## config.mk

```make
export PLATFORM = sky130hd
export DESIGN_NAME = ppm_frame_decoder_top
export DESIGN_NICKNAME = d
export VERILOG_FILES = /design/src/hdl/pfd_pkg.sv /design/src/hdl/pfd_front.sv /design/src/hdl/pfd_job_queue.sv /design/src/hdl/pfd_back.sv /design/src/hdl/ppm_frame_decoder_top.sv
export SDC_FILE = /design/constraint.sdc
export NUM_CORES = 1
export LEC_CHECK = 0
export BUFFER_PORTS_ARGS = -buffer_cell sky130_fd_sc_hd__buf_2
export CORE_MARGIN = 4
export CORE_UTILIZATION = 39
export DETAILED_ROUTE_END_ITERATION = 16
export PLACE_DENSITY = 0.6
export SYNTH_ARGS = -nofsm -noshare
export SYNTH_HDL_FRONTEND = slang
export SYNTH_SLANG_ARGS = --single-unit
```

## constraint.sdc

```tcl
create_clock -name i_clk -period 6.2 [get_ports i_clk]
set_clock_uncertainty 0.05 [all_clocks]
set_input_delay 1.24 -clock i_clk [delete_from_list [all_inputs] [get_ports i_clk]]
set_output_delay 1.24 -clock i_clk [all_outputs]
set_load 0.01 [all_outputs]
```

## src/hdl/pfd_pkg.sv

```systemverilog
// Shared package for the PPM frame decoder: constants, configuration and
// item types, and the state encodings of the front and back parts.
// No dependencies; the design files refer to it by scoped names, the testbench imports it.
package pfd_pkg;

    // Frame limits in channels.
    localparam int MIN_CHANNELS = 4;
    localparam int MAX_CHANNELS = 16;
    localparam int STORE_DEPTH  = 16;

    // Field widths.
    localparam int TIME_W    = 16;
    localparam int PULSE_W   = 13;
    localparam int VAL_W     = 11;
    localparam int IDX_W     = 4;
    localparam int CNT_W     = 5;
    localparam int CFG_IDX_W = 3;
    localparam int CFG_DAT_W = 32;

    localparam logic [CNT_W-1:0] MIN_CNT = CNT_W'(MIN_CHANNELS);
    localparam logic [CNT_W-1:0] MAX_CNT = CNT_W'(MAX_CHANNELS);

    // Interval classification limits in timer ticks.
    localparam logic [TIME_W-1:0]  SHORT_LIMIT  = 16'd1600;
    localparam logic [TIME_W-1:0]  SYNC_LIMIT   = 16'd4400;
    localparam logic [PULSE_W-1:0] CENTRE_PULSE = 13'd3000;

    // Queue depths; both must be powers of two so the pointers wrap on their own.
    localparam int JOB_DEPTH = 2;
    localparam int OUT_DEPTH = 4;

    // Divider: magnitude of the scaled product fits in 24 bits.
    localparam int QUO_W  = 24;
    localparam int PROD_W = 26;

    typedef enum logic [CFG_IDX_W-1:0] {
        CFG_PULSE_IN_MIN  = 3'd0,
        CFG_PULSE_IN_MAX  = 3'd1,
        CFG_CHAN_OUT_MIN  = 3'd2,
        CFG_CHAN_OUT_MAX  = 3'd3,
        CFG_CLAMP_LOW     = 3'd4,
        CFG_CLAMP_HIGH    = 3'd5,
        CFG_CHANNEL_ORDER = 3'd6
    } t_cfg_index;

    typedef struct packed {
        logic [PULSE_W-1:0] pulse_in_min;
        logic [PULSE_W-1:0] pulse_in_max;
        logic [VAL_W-1:0]   chan_out_min;
        logic [VAL_W-1:0]   chan_out_max;
        logic [VAL_W-1:0]   clamp_low;
        logic [VAL_W-1:0]   clamp_high;
        logic [31:0]        channel_order;
    } t_cfg;

    // One channel conversion handed from the front to the back.
    typedef struct packed {
        logic [IDX_W-1:0]   idx;
        logic [PULSE_W-1:0] pulse;
        logic               last;
    } t_job;

    typedef struct packed {
        logic [IDX_W-1:0] idx;
        logic [VAL_W-1:0] value;
        logic             last;
    } t_result;

    typedef enum logic {
        F_ACCEPT,
        F_SWEEP
    } t_front_state;

    typedef enum logic [2:0] {
        B_IDLE,
        B_MUL,
        B_PREP,
        B_DIV,
        B_DONE
    } t_back_state;

endpackage

```

## src/hdl/pfd_front.sv

```systemverilog
// Front part of the PPM frame decoder: measures edge intervals, keeps the
// pulse store and frame state, and sweeps a finished frame into the job queue.
// Depends on pfd_pkg.
module pfd_front (
    input  logic                          i_clk,
    input  logic                          i_rst_n,
    input  logic                          i_push,
    output logic                          o_full,
    input  logic [pfd_pkg::TIME_W-1:0]    i_edge_time,
    input  logic [31:0]                   i_channel_order,
    output logic                          o_job_push,
    input  logic                          i_job_full,
    output pfd_pkg::t_job                 o_job
);

    pfd_pkg::t_front_state r_state, n_state;

    logic [pfd_pkg::TIME_W-1:0]  r_prev_edge;
    logic [pfd_pkg::CNT_W-1:0]   r_count;
    logic                        r_bad;
    logic [pfd_pkg::PULSE_W-1:0] r_store [pfd_pkg::STORE_DEPTH];
    logic [pfd_pkg::STORE_DEPTH-1:0] r_store_vld;
    logic [pfd_pkg::CNT_W-1:0]   r_max_seen;
    logic [pfd_pkg::CNT_W-1:0]   r_sweep;

    logic                        accept;
    logic [pfd_pkg::TIME_W-1:0]  interval;
    logic                        is_short;
    logic                        is_sync;
    logic                        frame_ok;
    logic                        store_wr;
    logic [pfd_pkg::CNT_W-1:0]   max_new;
    logic                        sweep_last;
    logic [pfd_pkg::IDX_W-1:0]   nib;
    logic [4:0]                  nib_sel;

    assign accept   = i_push && !o_full;
    assign interval = i_edge_time - r_prev_edge;
    assign is_short = interval < pfd_pkg::SHORT_LIMIT;
    assign is_sync  = interval > pfd_pkg::SYNC_LIMIT;
    assign frame_ok = r_count >= pfd_pkg::MIN_CNT;
    assign store_wr = accept && !is_short && !is_sync && !r_bad &&
                      (r_count < pfd_pkg::MAX_CNT);
    assign max_new  = (r_count > r_max_seen) ? r_count : r_max_seen;
    assign sweep_last = (r_sweep == (r_max_seen - 5'd1));

    // Nibble i counted from the top of the order word.
    assign nib_sel = {3'd7 - r_sweep[2:0], 2'b00};
    assign nib     = i_channel_order[nib_sel +: 4];

    always_comb begin
        o_job.idx   = r_sweep[pfd_pkg::IDX_W-1:0];
        if ((r_sweep < 5'd8) && (nib != 4'd0)) begin
            o_job.idx = nib - 4'd1;
        end
        o_job.pulse = r_store_vld[r_sweep[3:0]] ? r_store[r_sweep[3:0]]
                                                 : pfd_pkg::CENTRE_PULSE;
        o_job.last  = sweep_last;
    end

    always_comb begin
        n_state = r_state;
        case (r_state)
            pfd_pkg::F_ACCEPT: begin
                if (accept && is_sync && frame_ok) begin
                    n_state = pfd_pkg::F_SWEEP;
                end
            end
            pfd_pkg::F_SWEEP: begin
                if (!i_job_full && sweep_last) begin
                    n_state = pfd_pkg::F_ACCEPT;
                end
            end
            default: n_state = pfd_pkg::F_ACCEPT;
        endcase
    end

    always_comb begin
        o_full     = 1'b1;
        o_job_push = 1'b0;
        case (r_state)
            pfd_pkg::F_ACCEPT: o_full = 1'b0;
            pfd_pkg::F_SWEEP:  o_job_push = !i_job_full;
            default:           o_full = 1'b1;
        endcase
    end

    always_ff @(posedge i_clk) begin
        if (!i_rst_n) begin
            r_state     <= pfd_pkg::F_ACCEPT;
            r_prev_edge <= '0;
            r_count     <= '0;
            r_bad       <= 1'b1;
            r_store_vld <= '0;
            r_max_seen  <= '0;
            r_sweep     <= '0;
        end else begin
            r_state <= n_state;
            if (accept) begin
                r_prev_edge <= i_edge_time;
                if (is_short) begin
                    r_bad <= 1'b1;
                end else if (is_sync) begin
                    if (frame_ok) begin
                        r_max_seen <= max_new;
                        r_sweep    <= '0;
                    end
                    r_count <= '0;
                    r_bad   <= 1'b0;
                end else if (!r_bad) begin
                    if (r_count < pfd_pkg::MAX_CNT) begin
                        r_store_vld[r_count[3:0]] <= 1'b1;
                        r_count <= r_count + 5'd1;
                    end else begin
                        r_bad <= 1'b1;
                    end
                end
            end
            if (o_job_push) begin
                r_sweep <= r_sweep + 5'd1;
            end
        end
    end

    always_ff @(posedge i_clk) begin
        if (store_wr) begin
            r_store[r_count[3:0]] <= interval[pfd_pkg::PULSE_W-1:0];
        end
    end

endmodule

```

## src/hdl/pfd_job_queue.sv

```systemverilog
// Short queue of channel conversions between the front and back parts.
// Depends on pfd_pkg for the job type and depth.
module pfd_job_queue (
    input  logic          i_clk,
    input  logic          i_rst_n,
    input  logic          i_push,
    output logic          o_full,
    input  pfd_pkg::t_job i_job,
    input  logic          i_pop,
    output logic          o_empty,
    output pfd_pkg::t_job o_job
);

    localparam int PTR_W = $clog2(pfd_pkg::JOB_DEPTH);
    localparam int CNT_W = $clog2(pfd_pkg::JOB_DEPTH + 1);

    pfd_pkg::t_job    r_mem [pfd_pkg::JOB_DEPTH];
    logic [PTR_W-1:0] r_wptr;
    logic [PTR_W-1:0] r_rptr;
    logic [CNT_W-1:0] r_cnt;

    logic do_push;
    logic do_pop;

    assign o_full  = (r_cnt == CNT_W'(pfd_pkg::JOB_DEPTH));
    assign o_empty = (r_cnt == '0);
    assign do_push = i_push && !o_full;
    assign do_pop  = i_pop && !o_empty;
    assign o_job   = r_mem[r_rptr];

    always_ff @(posedge i_clk) begin
        if (!i_rst_n) begin
            r_wptr <= '0;
            r_rptr <= '0;
            r_cnt  <= '0;
        end else begin
            if (do_push) begin
                r_wptr <= r_wptr + 1'b1;
            end
            if (do_pop) begin
                r_rptr <= r_rptr + 1'b1;
            end
            case ({do_push, do_pop})
                2'b10:   r_cnt <= r_cnt + 1'b1;
                2'b01:   r_cnt <= r_cnt - 1'b1;
                default: r_cnt <= r_cnt;
            endcase
        end
    end

    always_ff @(posedge i_clk) begin
        if (do_push) begin
            r_mem[r_wptr] <= i_job;
        end
    end

endmodule

```

## src/hdl/pfd_back.sv

```systemverilog
// Back part of the PPM frame decoder: rescales each channel with a multiply
// and a bit-serial divide, clamps it, and queues the result for the output.
// Depends on pfd_pkg.
module pfd_back (
    input  logic                        i_clk,
    input  logic                        i_rst_n,
    input  pfd_pkg::t_cfg               i_cfg,
    input  logic                        i_job_empty,
    output logic                        o_job_pop,
    input  pfd_pkg::t_job               i_job,
    output logic                        o_empty,
    input  logic                        i_pop,
    output logic [pfd_pkg::IDX_W-1:0]   o_channel_index,
    output logic [pfd_pkg::VAL_W-1:0]   o_channel_value,
    output logic                        o_last_of_frame
);

    localparam int OPTR_W = $clog2(pfd_pkg::OUT_DEPTH);
    localparam int OCNT_W = $clog2(pfd_pkg::OUT_DEPTH + 1);
    localparam int BIT_W  = $clog2(pfd_pkg::QUO_W);

    pfd_pkg::t_back_state r_state, n_state;

    logic [pfd_pkg::IDX_W-1:0]          r_idx;
    logic                               r_last;
    logic signed [pfd_pkg::PULSE_W:0]   r_d;
    logic signed [pfd_pkg::PROD_W-1:0]  r_prod;
    logic [pfd_pkg::QUO_W-1:0]          r_quo;
    logic [pfd_pkg::PULSE_W-1:0]        r_rem;
    logic [pfd_pkg::PULSE_W-1:0]        r_div;
    logic                               r_neg;
    logic [BIT_W-1:0]                   r_bit;

    pfd_pkg::t_result  r_out [pfd_pkg::OUT_DEPTH];
    logic [OPTR_W-1:0] r_wptr;
    logic [OPTR_W-1:0] r_rptr;
    logic [OCNT_W-1:0] r_ocnt;

    logic signed [pfd_pkg::VAL_W:0]    span_out;
    logic signed [pfd_pkg::PULSE_W:0]  span_in;
    logic [pfd_pkg::PULSE_W:0]         span_in_abs;
    logic [pfd_pkg::PROD_W-1:0]        prod_abs;
    logic [pfd_pkg::PULSE_W:0]         trial;
    logic [pfd_pkg::PULSE_W:0]         trial_diff;
    logic                              trial_ge;
    logic signed [pfd_pkg::PROD_W-1:0] quo_s;
    logic signed [pfd_pkg::PROD_W-1:0] scaled;
    logic [pfd_pkg::VAL_W-1:0]         clamped;
    logic                              out_wr;
    logic                              out_rd;
    logic                              div_done;
    pfd_pkg::t_result                  res;

    assign span_out = $signed({1'b0, i_cfg.chan_out_max}) -
                      $signed({1'b0, i_cfg.chan_out_min});
    assign span_in  = $signed({1'b0, i_cfg.pulse_in_max}) -
                      $signed({1'b0, i_cfg.pulse_in_min});
    assign span_in_abs = span_in[pfd_pkg::PULSE_W] ? 14'(-span_in) : span_in;
    assign prod_abs    = r_prod[pfd_pkg::PROD_W-1] ? 26'(-r_prod) : r_prod;

    // One restoring divide step per cycle.
    assign trial      = {r_rem, r_quo[pfd_pkg::QUO_W-1]};
    assign trial_ge   = trial >= {1'b0, r_div};
    assign trial_diff = trial - {1'b0, r_div};
    assign div_done   = (r_bit == BIT_W'(pfd_pkg::QUO_W - 1));

    // Quotient truncates toward zero: divide magnitudes, then apply the sign.
    always_comb begin
        quo_s  = $signed({2'b00, r_quo});
        if (r_neg) begin
            quo_s = -$signed({2'b00, r_quo});
        end
        scaled = quo_s + $signed({15'd0, i_cfg.chan_out_min});
        if (scaled < 0) begin
            clamped = i_cfg.clamp_low;
        end else if (scaled > $signed({15'd0, i_cfg.clamp_high})) begin
            clamped = i_cfg.clamp_high;
        end else begin
            clamped = scaled[pfd_pkg::VAL_W-1:0];
        end
        res.idx   = r_idx;
        res.value = clamped;
        res.last  = r_last;
    end

    always_comb begin
        n_state = r_state;
        case (r_state)
            pfd_pkg::B_IDLE: begin
                if (!i_job_empty) begin
                    n_state = pfd_pkg::B_MUL;
                end
            end
            pfd_pkg::B_MUL:  n_state = pfd_pkg::B_PREP;
            pfd_pkg::B_PREP: begin
                if (span_in == 0) begin
                    n_state = pfd_pkg::B_DONE;
                end else begin
                    n_state = pfd_pkg::B_DIV;
                end
            end
            pfd_pkg::B_DIV: begin
                if (div_done) begin
                    n_state = pfd_pkg::B_DONE;
                end
            end
            pfd_pkg::B_DONE: begin
                if (r_ocnt != OCNT_W'(pfd_pkg::OUT_DEPTH)) begin
                    n_state = pfd_pkg::B_IDLE;
                end
            end
            default: n_state = pfd_pkg::B_IDLE;
        endcase
    end

    always_comb begin
        o_job_pop = 1'b0;
        out_wr    = 1'b0;
        case (r_state)
            pfd_pkg::B_IDLE: o_job_pop = !i_job_empty;
            pfd_pkg::B_DONE: out_wr = (r_ocnt != OCNT_W'(pfd_pkg::OUT_DEPTH));
            default: begin
                o_job_pop = 1'b0;
                out_wr    = 1'b0;
            end
        endcase
    end

    always_ff @(posedge i_clk) begin
        if (!i_rst_n) begin
            r_state <= pfd_pkg::B_IDLE;
        end else begin
            r_state <= n_state;
        end
    end

    // Arithmetic datapath.
    always_ff @(posedge i_clk) begin
        case (r_state)
            pfd_pkg::B_IDLE: begin
                r_idx  <= i_job.idx;
                r_last <= i_job.last;
                r_d    <= $signed({1'b0, i_job.pulse}) - $signed({1'b0, i_cfg.pulse_in_min});
            end
            pfd_pkg::B_MUL: begin
                r_prod <= span_out * r_d;
            end
            pfd_pkg::B_PREP: begin
                r_div <= span_in_abs[pfd_pkg::PULSE_W-1:0];
                r_rem <= '0;
                r_bit <= '0;
                r_neg <= r_prod[pfd_pkg::PROD_W-1] ^ span_in[pfd_pkg::PULSE_W];
                if (span_in == 0) begin
                    r_quo <= '0;
                end else begin
                    r_quo <= prod_abs[pfd_pkg::QUO_W-1:0];
                end
            end
            pfd_pkg::B_DIV: begin
                r_rem <= trial_ge ? trial_diff[pfd_pkg::PULSE_W-1:0]
                                  : trial[pfd_pkg::PULSE_W-1:0];
                r_quo <= {r_quo[pfd_pkg::QUO_W-2:0], trial_ge};
                r_bit <= r_bit + 1'b1;
            end
            default: begin
                r_bit <= r_bit;
            end
        endcase
    end

    // Output queue.
    assign o_empty         = (r_ocnt == '0);
    assign out_rd          = i_pop && !o_empty;
    assign o_channel_index = r_out[r_rptr].idx;
    assign o_channel_value = r_out[r_rptr].value;
    assign o_last_of_frame = r_out[r_rptr].last;

    always_ff @(posedge i_clk) begin
        if (!i_rst_n) begin
            r_wptr <= '0;
            r_rptr <= '0;
            r_ocnt <= '0;
        end else begin
            if (out_wr) begin
                r_wptr <= r_wptr + 1'b1;
            end
            if (out_rd) begin
                r_rptr <= r_rptr + 1'b1;
            end
            case ({out_wr, out_rd})
                2'b10:   r_ocnt <= r_ocnt + 1'b1;
                2'b01:   r_ocnt <= r_ocnt - 1'b1;
                default: r_ocnt <= r_ocnt;
            endcase
        end
    end

    always_ff @(posedge i_clk) begin
        if (out_wr) begin
            r_out[r_wptr] <= res;
        end
    end

endmodule

```

## src/hdl/ppm_frame_decoder_top.sv

```systemverilog
// PPM frame decoder top level. For each channel the back captures the job, multiplies,
// sets up the divide, runs 24 divide steps and writes the result; with equal input limits
// it skips the divide steps. A sync edge that closes a frame holds full high while the
// front sweeps the pulse store into the two-entry job queue; the sweep lasts longer
// while pops stall. Synchronous active-low reset restores register defaults.
module ppm_frame_decoder_top (
    input  logic                           i_clk,
    input  logic                           i_rst_n,
    // Edge input queue.
    input  logic                           push,
    output logic                           full,
    input  logic [pfd_pkg::TIME_W-1:0]     i_edge_time,
    // Result queue.
    output logic                           empty,
    input  logic                           pop,
    output logic [pfd_pkg::IDX_W-1:0]      o_channel_index,
    output logic [pfd_pkg::VAL_W-1:0]      o_channel_value,
    output logic                           o_last_of_frame,
    // Configuration write channel.
    input  logic                           i_cfg_valid,
    output logic                           o_cfg_ready,
    input  logic [pfd_pkg::CFG_IDX_W-1:0]  i_cfg_index,
    input  logic [pfd_pkg::CFG_DAT_W-1:0]  i_cfg_data
);

    // The configuration registers are always ready. Writes to indexes past
    // the channel order register are accepted and ignored.
    pfd_pkg::t_cfg r_cfg;

    assign o_cfg_ready = 1'b1;

    always_ff @(posedge i_clk) begin
        if (!i_rst_n) begin
            r_cfg.pulse_in_min  <= 13'd2200;
            r_cfg.pulse_in_max  <= 13'd3800;
            r_cfg.chan_out_min  <= 11'd204;
            r_cfg.chan_out_max  <= 11'd1844;
            r_cfg.clamp_low     <= 11'd0;
            r_cfg.clamp_high    <= 11'd2047;
            r_cfg.channel_order <= 32'd0;
        end else if (i_cfg_valid) begin
            case (pfd_pkg::t_cfg_index'(i_cfg_index))
                pfd_pkg::CFG_PULSE_IN_MIN:
                    r_cfg.pulse_in_min <= i_cfg_data[pfd_pkg::PULSE_W-1:0];
                pfd_pkg::CFG_PULSE_IN_MAX:
                    r_cfg.pulse_in_max <= i_cfg_data[pfd_pkg::PULSE_W-1:0];
                pfd_pkg::CFG_CHAN_OUT_MIN:
                    r_cfg.chan_out_min <= i_cfg_data[pfd_pkg::VAL_W-1:0];
                pfd_pkg::CFG_CHAN_OUT_MAX:
                    r_cfg.chan_out_max <= i_cfg_data[pfd_pkg::VAL_W-1:0];
                pfd_pkg::CFG_CLAMP_LOW:
                    r_cfg.clamp_low <= i_cfg_data[pfd_pkg::VAL_W-1:0];
                pfd_pkg::CFG_CLAMP_HIGH:
                    r_cfg.clamp_high <= i_cfg_data[pfd_pkg::VAL_W-1:0];
                pfd_pkg::CFG_CHANNEL_ORDER:
                    r_cfg.channel_order <= i_cfg_data;
                default: r_cfg <= r_cfg;
            endcase
        end
    end

    // The front classifies edges and, at a sync gap closing a long enough frame, emits one job
    // per channel of the widest frame seen; the job queue lets the sweep run ahead of the back.
    logic          front_push;
    logic          queue_full;
    logic          queue_empty;
    logic          back_pop;
    pfd_pkg::t_job front_job;
    pfd_pkg::t_job back_job;

    pfd_front u_front (
        .i_clk           (i_clk),
        .i_rst_n         (i_rst_n),
        .i_push          (push),
        .o_full          (full),
        .i_edge_time     (i_edge_time),
        .i_channel_order (r_cfg.channel_order),
        .o_job_push      (front_push),
        .i_job_full      (queue_full),
        .o_job           (front_job)
    );

    pfd_job_queue u_queue (
        .i_clk   (i_clk),
        .i_rst_n (i_rst_n),
        .i_push  (front_push),
        .o_full  (queue_full),
        .i_job   (front_job),
        .i_pop   (back_pop),
        .o_empty (queue_empty),
        .o_job   (back_job)
    );

    // The back rescales each channel and holds finished items in its
    // output queue until the consumer pops them.
    pfd_back u_back (
        .i_clk           (i_clk),
        .i_rst_n         (i_rst_n),
        .i_cfg           (r_cfg),
        .i_job_empty     (queue_empty),
        .o_job_pop       (back_pop),
        .i_job           (back_job),
        .o_empty         (empty),
        .i_pop           (pop),
        .o_channel_index (o_channel_index),
        .o_channel_value (o_channel_value),
        .o_last_of_frame (o_last_of_frame)
    );

endmodule

```

==> impl_metrics.py <==
metrics = {
    "finish": {
        "multi_input_area_um2": 17400,
        "final_cells": 4411,
        "nets": 3590,
        "syn2layout_area_growth_pct": 15.8,
        "drive_above_1_share_pct": 19.0,
        "fill_cells": 8022,
        "seqCellArea_um2": 15700,
        "antenna_cells": 0,
    },
    "setup_path": {
        "worstPathArrival_ns": 6.92,
        "worstPathMaxFanout": 5,
        "slowest_delay_ns": 0.57,
        "crit_required_ns": 6.50,
        "worstSetupStartpointType": "register",
        "path_class": "register to register",
        "critPathSlowestCell": "fa_1",
        "critPathCaptureType": "register",
    },
    "synth": {
        "synth_area_um2": 34100,
        "synth_edf_count": 408,
        "yosysWarnings": 0,
        "synth_largest_area_cell": "edfxtp_1",
        "synthDistinctLibCells": 82,
        "yosysSeqAreaShare_pct": 46.1,
        "ys_ff_latch": 580,
        "synth_top_area_share_pct": 36.0,
        "synthCells": 3023,
        "syn_avg_cell_area_um2": 11.3,
        "synth_ff_type": "edfxtp_1",
        "synthMostInstantiatedCell": "nand2_1",
        "synthArstFlopShare_pct": 0,
        "synth_area_leaders": "edfxtp_1, dfxtp_1, fa_1, mux4_2, ha_1",
        "syn_nets": 3408,
        "netlist_top_cells_count": "nand2_1, edfxtp_1, inv_1, dfxtp_1, fa_1",
    },
    "routing": {
        "vias": 22631,
        "wl_per_cell_um": 17.5,
        "routed_wl_mm": 77.1,
        "drtIter0Drc": 1543,
        "route.antenna.remaining_nets": 0,
        "drc": 0,
        "firstDrtPassIters": 7,
        "via_per_inst": 5.13,
    },
    "sta": {
        "setup_ws_ns": -0.424,
        "setup_viol": 11,
        "min_period_ns": 6.62,
        "worstMarginPinSlew_ns": 1.12,
        "post-route-period-util_pct": 107,
        "rsz0062_at_grt": "true",
        "hold_viol": 0,
        "relSlewSlack_pct": 25.2,
        "hold-worst-slack_ns": 0.402,
        "fmax_mhz": 151,
        "slew_violations": 0,
        "setup_tns_ns": -2.51,
    },
    "placed_design": {
        "dp_hpwl_mm": 54.9,
        "portBuffers": 73,
        "routabilityCongestion": 0.855,
        "dp_cells": 4271,
        "dp_slack_ns": -0.749,
    },
    "global_routing": {
        "grt_pass1_vias": 22950,
        "grt_pass1_wl_mm": 125,
        "grt_max_degree": 85,
        "antenna_found_initial": 1,
        "grt-ovfl-total": 0,
        "grt_usage_pct": 16.9,
    },
    "cts": {
        "h-tree-depth": 2,
        "cts.sinks": 580,
        "cts_tree": "yes",
        "cts_root_buffer": "clkbuf_16",
        "clkSlewWorstSetupHoldPaths_ns": 0.06,
        "clkLatencyLatePin_ns": 0.61,
        "clk_path_buf_depth": 3,
        "cts_buffers": 59,
        "postCtsHoldBufs": 0,
    },
    "floorplan": {
        "initial_utilization_pct": 39.3,
        "rows": 108,
        "die_w_um": 304,
        "num_io_pins": 75,
        "die_area_um2": 92100,
        "chipHeight_um": 304,
        "core_area_um2": 86800,
    },
    "min_path": {
        "hold_path.class": "register to register",
    },
    "run_status": {
        "violations": "setup timing",
        "status": "finished, violations left",
    },
    "flow_run": {
        "drv_cap": 0,
    },
}
cells in the final DEF (no fill, tap or decap), drive strengths merged, types with 8 or more instances in the layout:
cell    Yosys  routed
or4        14      14
a21boi     20      20
mux2       19      19
o21ai      94      94
or2        10      10
xor2       63      63
o31ai      46      46
a21o       23      23
nor3       38      38
a211oi      9       9
dfxtp     172     172
mux2i      38      38
o211ai     30      30
nand4      14      14
clkbuf    105      82
or3        21      21
clkinv      0      24
o41ai       8       8
edfxtp    408     408
xnor2      72      72
ha        164     164
a21oi     141     141
nand3      39      39
a31oi      12      12
and3       13      13
nor2      128     128
buf        23     248
fa        165     165
nand2b     49      49
nand2     417     417
mux4       94      94
inv       334     334
and2       75      75
nor4       22      22
nor2b      35      35
o21a       31      31
flip-flops by register name, indices dropped and copies added (netlist names), 4 cells and up, named ones only:
register / flops
u_front.r_store: 208
r_cfg: 102
u_back.r_out: 64
u_queue.r_mem: 36
u_back.r_prod: 25
u_back.r_quo: 24
u_front.r_prev_edge: 16
u_front.r_store_vld: 16
u_back.r_d: 14
u_back.r_div: 13
u_back.r_rem: 13
u_back.r_bit: 5
u_front.r_count: 5
u_front.r_max_seen: 5
u_front.r_sweep: 5
u_back.r_idx: 4
cell type report:
| cell class | count | share of cell area [%] |
|---|---|---|
| Multi-Input combinational cell | 1982 | 44.1 |
| Clock buffer | 82 | 4.17 |
| Inverter | 334 | 3.18 |
| Sequential cell | 580 | 39.8 |
| Tap cell | 1155 | 3.66 |
| Clock inverter | 30 | 0.669 |
| Timing Repair Buffer | 248 | 4.42 |
worst paths after layout:
kind                  start                end  slack (ns)  cells after the start
setup / recovery  r_cfg[54]  u_back.r_prod[25]       -0.42                     28
setup reg to reg  r_cfg[54]  u_back.r_prod[25]       -0.42                     28
hold reg to reg   r_cfg[44]          r_cfg[44]        0.40                      2
hold / removal    r_cfg[44]          r_cfg[44]        0.40                      2
worst max-delay path, delay by kind of cell, from the launching register on:
kind	cells	cell delay [ns]
AO/OA/AOI/OAI	10	1.33
adder cells (fa/ha/maj)	8	3.28
buffers and inverters	5	0.58
flip-flops	1	0.33
multiplexers	1	0.24
AND/OR/NAND/NOR	4	0.55
cells by family (layout without fill, tap and decap cells):
family | count (synthesis) | after routing | share of synthesized area, %
AOI/OAI and AO/OA | 473 | 474 | 8.99
xor gates and xnor gates | 135 | 135 | 3.47
adders and majority gates | 329 | 329 | 15.7
buffers and inverters | 462 | 694 | 5.19
DFF | 580 | 580 | 46.1
muxes | 151 | 151 | 7.96
other | 1 | 1 | 0.0110
and+or+nand+nor | 892 | 892 | 12.6
layer usage:
metal	GRT usage [%]	vias up	wire (um)
met4	3.89	0	1520
met2	28.9	436	37500
met3	2.20	98	3140
li1	-	10929	-
met5	0	-	0
met1	23.1	11168	34900
metrics by stage:
step	area (um^2)	util [%]
2_1_floorplan	34300	-
3_3_place_gp	36800	42.5
3_5_place_dp	36800	42.5
4_1_cts	39200	45.2
5_1_grt	39400	45.5
6_report	39400	45.5
what timing repair did:
item | CTS | global route
setup endpoints to repair | 13 | 13
cloned | 3 | 1
setup buffers | 18 | 9
pin swaps | 74 | 62
resized for setup | 70 | 50
Power is not shown: default switching activity piles up to over one toggle a cycle in this logic, so the estimate is an artifact.
